<file path="config.mk">
export PLATFORM = sky130hd
export DESIGN_NAME = humidity_temp_frame_decoder
export DESIGN_NICKNAME = d
export VERILOG_FILES = /design/src/rtl/hmtf_pkg.sv /design/src/rtl/hmtf_lane.sv /design/src/rtl/hmtf_merge.sv /design/src/rtl/humidity_temp_frame_decoder.sv
export SDC_FILE = /design/constraint.sdc
export NUM_CORES = 1
export LEC_CHECK = 0
export BUFFER_PORTS_ARGS = -buffer_cell sky130_fd_sc_hd__buf_2
export CORE_ASPECT_RATIO = 0.8
export CORE_MARGIN = 1.5
export CORE_UTILIZATION = 55
export DETAILED_ROUTE_END_ITERATION = 10
export PLACE_DENSITY = 0.83
export REMOVE_ABC_BUFFERS = 1
export SYNTH_ARGS = -nofsm -noshare
export SYNTH_HDL_FRONTEND = slang
export SYNTH_SLANG_ARGS = --single-unit
export TNS_END_PERCENT = 5
</file>
<file path="constraint.sdc">
create_clock -name clk -period 6.4 [get_ports clk]
set_input_delay 0.96 -clock clk [delete_from_list [all_inputs] [get_ports clk]]
set_output_delay 0.96 -clock clk [all_outputs]
set_load 0.005 [all_outputs]
</file>
<file path="src/rtl/hmtf_pkg.sv">
// ----------------------------------------------------------------------------
// hmtf_pkg: shared definitions for the humidity/temperature frame decoder
// Holds the CRC-8 step function, the scaling constants, the frame status
// codes and the lane result type.
// ----------------------------------------------------------------------------
package hmtf_pkg;

  // CRC-8, polynomial x^8 + x^5 + x^4 + 1, init 0xFF, MSB first.
  localparam logic [7:0] CRC_POLY_LOW = 8'h31;
  localparam logic [7:0] CRC_INIT     = 8'hFF;

  // Full-scale raw reading and the rounding bias (half of full scale, rounded down).
  localparam int unsigned RAW_FULL  = 65535;
  localparam int unsigned RAW_HALF  = RAW_FULL / 2;

  // Spans and offset, in hundredths.
  localparam logic [14:0] TEMP_SPAN_CENTI   = 15'd17500;
  localparam logic [14:0] HUM_SPAN_CENTI    = 15'd10000;
  localparam logic [15:0] TEMP_OFFSET_CENTI = 16'd4500;

  // Widths of the fields.
  localparam int TEMP_W   = 15;
  localparam int HUM_W    = 14;
  localparam int STATUS_W = 2;
  localparam int SCALE_W  = 15;  // scaled value, 0 to 17500
  localparam int PROD_W   = 31;  // span times raw word, plus rounding bias

  // Frame status codes.
  typedef enum logic [STATUS_W-1:0] {
    ST_OK       = 2'd0,
    ST_TEMP_CRC = 2'd1,
    ST_HUM_CRC  = 2'd2
  } frame_status_t;

  // What one lane reports to the merging stage.
  typedef struct packed {
    logic [SCALE_W-1:0] value;
    logic               crc_ok;
  } lane_res_t;

  // Fold one byte into the running CRC, one bit per step.
  function automatic logic [7:0] crc8_byte(input logic [7:0] acc, input logic [7:0] data);
    logic [7:0] c;
    c = acc ^ data;
    for (int k = 0; k < 8; k++) begin
      if (c[7]) begin
        c = {c[6:0], 1'b0} ^ CRC_POLY_LOW;
      end else begin
        c = {c[6:0], 1'b0};
      end
    end
    return c;
  endfunction

endpackage

</file>
<file path="src/rtl/hmtf_lane.sv">
// ----------------------------------------------------------------------------
// hmtf_lane: one measurement lane
// Checks the CRC of one raw word a byte per stage and scales the word to
// hundredths, round(span * raw / 65535), over two pipeline stages.
// ----------------------------------------------------------------------------
module hmtf_lane (
  input  logic                     clk,
  input  logic                     en,
  input  logic [14:0]              span,
  input  logic [7:0]               msb,
  input  logic [7:0]               lsb,
  input  logic [7:0]               rx_crc,
  output hmtf_pkg::lane_res_t      res
);

  // First stage: product with rounding bias, CRC over the high byte.
  logic [hmtf_pkg::PROD_W-1:0] prod;
  logic [7:0]                  crc_hi;
  logic [7:0]                  lsb_a;
  logic [7:0]                  rx_crc_a;

  always_ff @(posedge clk) begin
    if (en) begin
      prod     <= hmtf_pkg::PROD_W'(span) * hmtf_pkg::PROD_W'({msb, lsb})
                  + hmtf_pkg::PROD_W'(hmtf_pkg::RAW_HALF);
      crc_hi   <= hmtf_pkg::crc8_byte(hmtf_pkg::CRC_INIT, msb);
      lsb_a    <= lsb;
      rx_crc_a <= rx_crc;
    end
  end

  // Divide by 65535: the estimate y >> 16 leaves a remainder of the low
  // half plus the estimate, which is below twice the divisor.
  logic [hmtf_pkg::SCALE_W-1:0] q_est;
  logic [16:0]                  rem;
  logic [hmtf_pkg::SCALE_W-1:0] quot;

  always_comb begin
    q_est = prod[hmtf_pkg::PROD_W-1:16];
    rem   = {1'b0, prod[15:0]} + 17'(q_est);
    quot  = (rem >= 17'(hmtf_pkg::RAW_FULL)) ? q_est + 1'b1 : q_est;
  end

  // Second stage: corrected quotient and the finished CRC compare.
  always_ff @(posedge clk) begin
    if (en) begin
      res.value  <= quot;
      res.crc_ok <= (hmtf_pkg::crc8_byte(crc_hi, lsb_a) == rx_crc_a);
    end
  end

endmodule

</file>
<file path="src/rtl/hmtf_merge.sv">
// ----------------------------------------------------------------------------
// hmtf_merge: combines the two lanes into one result word
// Applies the temperature offset, picks the frame status with temperature
// checked first, and holds the result in the output register.
// ----------------------------------------------------------------------------
module hmtf_merge (
  input  logic                clk,
  input  logic                rst,
  input  logic                in_valid,
  input  hmtf_pkg::lane_res_t temp_res,
  input  hmtf_pkg::lane_res_t hum_res,
  output logic                en,
  output logic                m_tvalid,
  input  logic                m_tready,
  output logic [31:0]         m_tdata   // temp_centi[14:0], humidity_centi[28:15],
                                        // frame_status[30:29], zero[31]
);

  logic [15:0]                   temp_wide;
  logic [hmtf_pkg::TEMP_W-1:0]   temp_centi;
  logic [hmtf_pkg::HUM_W-1:0]    humidity_centi;
  hmtf_pkg::frame_status_t       status;

  // The whole pipeline moves whenever the output register can take a word.
  assign en = !m_tvalid || m_tready;

  // Offset, truncation and status priority.
  always_comb begin
    temp_wide      = 16'(temp_res.value) - hmtf_pkg::TEMP_OFFSET_CENTI;
    temp_centi     = temp_wide[hmtf_pkg::TEMP_W-1:0];
    humidity_centi = hum_res.value[hmtf_pkg::HUM_W-1:0];
    if (!temp_res.crc_ok) begin
      status = hmtf_pkg::ST_TEMP_CRC;
    end else if (!hum_res.crc_ok) begin
      status = hmtf_pkg::ST_HUM_CRC;
    end else begin
      status = hmtf_pkg::ST_OK;
    end
  end

  // Output valid flag.
  always_ff @(posedge clk) begin
    if (rst) begin
      m_tvalid <= 1'b0;
    end else if (en) begin
      m_tvalid <= in_valid;
    end
  end

  // Output data register.
  always_ff @(posedge clk) begin
    if (en) begin
      m_tdata <= {1'b0, status, humidity_centi, temp_centi};
    end
  end

endmodule

</file>
<file path="src/rtl/humidity_temp_frame_decoder.sv">
// ----------------------------------------------------------------------------
// humidity_temp_frame_decoder: six-byte sensor frame decoder
// Checks both CRC-8 bytes of a frame and converts the raw temperature and
// humidity words to hundredths of a degree and of a percent.
// ----------------------------------------------------------------------------
// A word accepted on s_tdata passes both lane stages before the output register holds it.
// Throughput: one frame per cycle; the two lanes and the merge stage are
// three register stages that all advance together whenever the output
// register is empty or being read.
// Reset: rst clears the stage valid flags only, so frames in flight are dropped
// and no frame is invented.
// ----------------------------------------------------------------------------
module humidity_temp_frame_decoder (
  input  logic        clk,
  input  logic        rst,
  input  logic        s_tvalid,
  output logic        s_tready,
  input  logic [47:0] s_tdata,   // temp_msb[7:0], temp_lsb[15:8], temp_crc[23:16],
                                 // hum_msb[31:24], hum_lsb[39:32], hum_crc[47:40]
  output logic        m_tvalid,
  input  logic        m_tready,
  output logic [31:0] m_tdata    // temp_centi[14:0], humidity_centi[28:15],
                                 // frame_status[30:29], zero[31]
);

  logic                en;
  logic                v_a;
  logic                v_b;
  hmtf_pkg::lane_res_t temp_res;
  hmtf_pkg::lane_res_t hum_res;

  assign s_tready = en;

  // Valid flags of the two lane stages.
  always_ff @(posedge clk) begin
    if (rst) begin
      v_a <= 1'b0;
      v_b <= 1'b0;
    end else if (en) begin
      v_a <= s_tvalid;
      v_b <= v_a;
    end
  end

  // Temperature lane.
  hmtf_lane u_temp_lane (
    .clk    (clk),
    .en     (en),
    .span   (hmtf_pkg::TEMP_SPAN_CENTI),
    .msb    (s_tdata[7:0]),
    .lsb    (s_tdata[15:8]),
    .rx_crc (s_tdata[23:16]),
    .res    (temp_res)
  );

  // Humidity lane.
  hmtf_lane u_hum_lane (
    .clk    (clk),
    .en     (en),
    .span   (hmtf_pkg::HUM_SPAN_CENTI),
    .msb    (s_tdata[31:24]),
    .lsb    (s_tdata[39:32]),
    .rx_crc (s_tdata[47:40]),
    .res    (hum_res)
  );

  // Merge and output register.
  hmtf_merge u_merge (
    .clk      (clk),
    .rst      (rst),
    .in_valid (v_b),
    .temp_res (temp_res),
    .hum_res  (hum_res),
    .en       (en),
    .m_tvalid (m_tvalid),
    .m_tready (m_tready),
    .m_tdata  (m_tdata)
  );

  // A word leaving the last lane stage lands in the output register.
  a_advance: assert property (@(posedge clk) disable iff (rst)
    (v_b && en) |=> m_tvalid)
    else $error("lane result dropped on the way to the output register");

  // Humidity never exceeds full scale.
  a_hum_range: assert property (@(posedge clk) disable iff (rst)
    m_tvalid |-> (m_tdata[28:15] <= 14'd10000))
    else $error("humidity out of range");

  // Temperature stays within the sensor span.
  a_temp_range: assert property (@(posedge clk) disable iff (rst)
    m_tvalid |-> ($signed(m_tdata[14:0]) >= -15'sd4500 &&
                  $signed(m_tdata[14:0]) <= 15'sd13000))
    else $error("temperature out of range");

  // Status is never the unused code, and the padding bit is zero.
  a_status_code: assert property (@(posedge clk) disable iff (rst)
    m_tvalid |-> (m_tdata[30:29] != 2'd3) && !m_tdata[31])
    else $error("bad status code or padding bit");

endmodule
</file>
==> flow_summary.json <==
{
  "outcome": "complete, no violations",
  "total_power_w": 0.00862,
  "route.met3.wl_mm": 1.43,
  "antenna_left": 0,
  "critPathBufInv": 4,
  "hp-class": "flop to flop",
  "synth-simple-area-share": 0.119,
  "cts_hold_buf": 0,
  "final_area_um2": 17000,
  "synth_area_um2": 15400,
  "synth_fa_ha_area_frac": 0.270,
  "grt_antenna_before_repair": 0,
  "clock.fmax_mhz": 164,
  "setup_viol": 0,
  "power_density_nw_per_um2": 508,
  "yosys-top-cells-area": "edfxtp_1 32%, ha_1 17%, fa_1 10%, inv_1 5.8%, xnor2_1 5.8%",
  "wl_met1_mm": 15.6,
  "drt_pass1_iterations": 8,
  "wl_met2_mm": 13.8,
  "fin_skew_ps": 13.9,
  "ys_ff_latch": 169,
  "cp_slowest_stage_delay_ps": 520,
  "yosysMostFrequentCell": "inv_1",
  "period_needed_ps": 6100,
  "placed_cells": 1957,
  "startpoint_type": "input port",
  "cp_cell_sequence": "buf_2 > ha_1 > fa_1 > ha_1 > fa_1 > inv_1 > fa_1 > inv_1 > ha_1 > a2111oi_0 > o21ai_0 > a32oi_1 > o21ai_0 > nor4_1 > a311oi_2 > buf_4 > or3_1 > xor2_1",
  "maxCapViolCount": 0,
  "routed-via-count": 11000,
  "top_layer_used": "met4",
  "critPathKind": "input port to flop",
  "drive_gt1_frac": 0.0978,
  "synth_compound_area_frac": 0.109,
  "end_kind": "flop",
  "grt_pass1_wl_mm": 51.2,
  "grt_max_degree": 64,
  "rsz0062_at_grt": "no",
  "hold_viol_final": 0,
  "cts_resized": 0,
  "async_flop_share": 0,
  "clock_insertion_delay_worst_skew_ps": 440,
  "chipHeight_um": 153,
  "overflow": 0,
  "muxShareOfSynthArea": 0.00544,
  "final_cell_count_no_fill": 1989,
  "grtUsageTotal": 0.221,
  "grt_pass1_vias": 10300,
  "fin_tns_setup_ps": 0,
  "synth_top_cell_by_area": "edfxtp_1",
  "vdd_drop_max_mv": 0.246,
  "yosys_warnings": 0,
  "synth.distinct_cells": 73,
  "fin_crit_sh": 0.952,
  "maxSlewHeadroom": 0.314,
  "netlist_top_cells_count": "240 x inv_1, 204 x ha_1, 166 x edfxtp_1",
  "dpl.hpwl_mm": 25.5,
  "portBuffers": 84,
  "synth.top_cell.area_share": 0.324,
  "drt_first_iter_violations": 838,
  "die_x_um": 190,
  "cts.path.max_buffers": 2,
  "root_buffer": "clkbuf_16",
  "yosysSeqAreaShare": 0.328,
  "synth_area_per_cell_um2": 10.2,
  "start_util": 0.562,
  "drc": 0,
  "areaGrowthSynthToFinish_pct": 10.1,
  "final_max_slew_viol_count": 0,
  "vias_per_cell": 5.54,
  "num_rows": 54,
  "cts_buffers": 17,
  "antennaDiodeCount": 0,
  "htreeDepth": 4,
  "gp_congestion": 0.911,
  "ioPinCount": 86,
  "wl_per_cell_um": 15.8,
  "slowest_stage": "fa_1",
  "synth_flop_cell": "edfxtp_1",
  "wl_mm": 31.4,
  "core_um2": 27400,
  "postCtsSetupBuffers": 0,
  "worstPathArrival_ps": 6280,
  "clkTransAtPathRegs_ps": 70,
  "place_area_um2": 16400,
  "fill_cells": 2247,
  "crit_fanout": 6,
  "synth-xor-area-share": 0.104,
  "cts_tree": "yes",
  "syn_inst": 1506,
  "critical_path_required_ps": 6580,
  "nNetsFinal": 1948,
  "p_leak_nw": 7.77,
  "synth_edf_count": 166,
  "synth_top_family_by_area": "adder cells",
  "tightest_slew_ps": 1020,
  "clock-sinks": 169,
  "utilization": 0.619,
  "die-area_um2": 29000,
  "critPathTopFamily": "adder cells"
}
==> final timing paths <==
check | startpoint | to | slack, ps | cells after the start
setup / recovery | s_tdata[1] | u_temp_lane.prod[26] | 300 | 18
hold / removal | u_hum_lane.res[7] | u_merge.m_tdata[21] | 420 | 0
setup reg to reg | u_temp_lane.prod[22] | u_temp_lane.res[14] | 2420 | 10
hold reg to reg | u_hum_lane.res[7] | u_merge.m_tdata[21] | 420 | 0
==> cells in the final DEF, fill, tap and decap left out, types with 10 or more instances in the layout <==
cell type	count
a211oi_1	13
a21o_1	18
a21oi_1	63
and2_1	10
and3_1	14
buf_2	84
buf_4	25
clkbuf_16	17
edfxtp_1	166
fa_1	80
ha_1	204
inv_1	239
nand2_1	83
nand2b_1	14
nand3_1	39
nand4_1	16
nor2_1	69
nor2b_1	12
nor3_1	30
nor4_1	16
o211ai_1	11
o21ai_0	47
or3_1	11
xnor2_1	102
xor2_1	81
==> per-stage QoR <==
stage | hold slack (ps) | setup WS [ps]
finish | 417 | 305
global route | 418 | 20.6
CTS | 419 | 172
detailed placement | 405 | -271
global placement | 401 | 13.5
floorplan | 400 | 486
==> state kept, by name, summed over array words and instances, names as in the netlist <==
register              flops
v_b                       1
u_hum_lane.rx_crc_a       8
u_hum_lane.lsb_a          8
u_hum_lane.crc_hi         8
u_hum_lane.res           15
u_temp_lane.rx_crc_a      8
u_merge.m_tdata          31
u_temp_lane.crc_hi        8
u_temp_lane.res          16
u_hum_lane.prod          27
v_a                       1
u_temp_lane.prod         29
u_merge.m_tvalid          1
u_temp_lane.lsb_a         8
==> power by group <==
group | internal, W | switching, W | total [W] | leakage, nW
registers | 0.00183 | 0.000263 | 0.00210 | 1.78
logic | 0.00234 | 0.00315 | 0.00549 | 5.71
clock network | 0.000555 | 0.000476 | 0.00103 | 0.280
total | 0.00473 | 0.00389 | 0.00862 | 7.77
==> cells by family after synthesis <==
kind of cell,count (synthesis)
xor+xnor,183
mux,8
buf+inv,262
other cells,1
flops,169
simple gates,355
fa+ha+maj,284
compound gates,244
==> cell type report <==
| cell class | instances | area [µm²] | area share |
|---|---|---|---|
| inverter | 240 | 906 | 0.0534 |
| multi-input combinational | 1075 | 9370 | 0.552 |
| clock buffer | 18 | 429 | 0.0253 |
| tap | 364 | 455 | 0.0268 |
| sequential | 169 | 5040 | 0.297 |
| timing repair buffer | 109 | 608 | 0.0358 |
| clock inverter | 14 | 156 | 0.00922 |
==> routing by layer <==
metal  vias to the layer above  global-route usage
met5                         -                   0
met4                         0              0.0684
met3                        43              0.0322
met2                       282               0.332
met1                      5207               0.329
li1                       5481                   -
No activity file was read; power rests on OpenSTA's default activity.
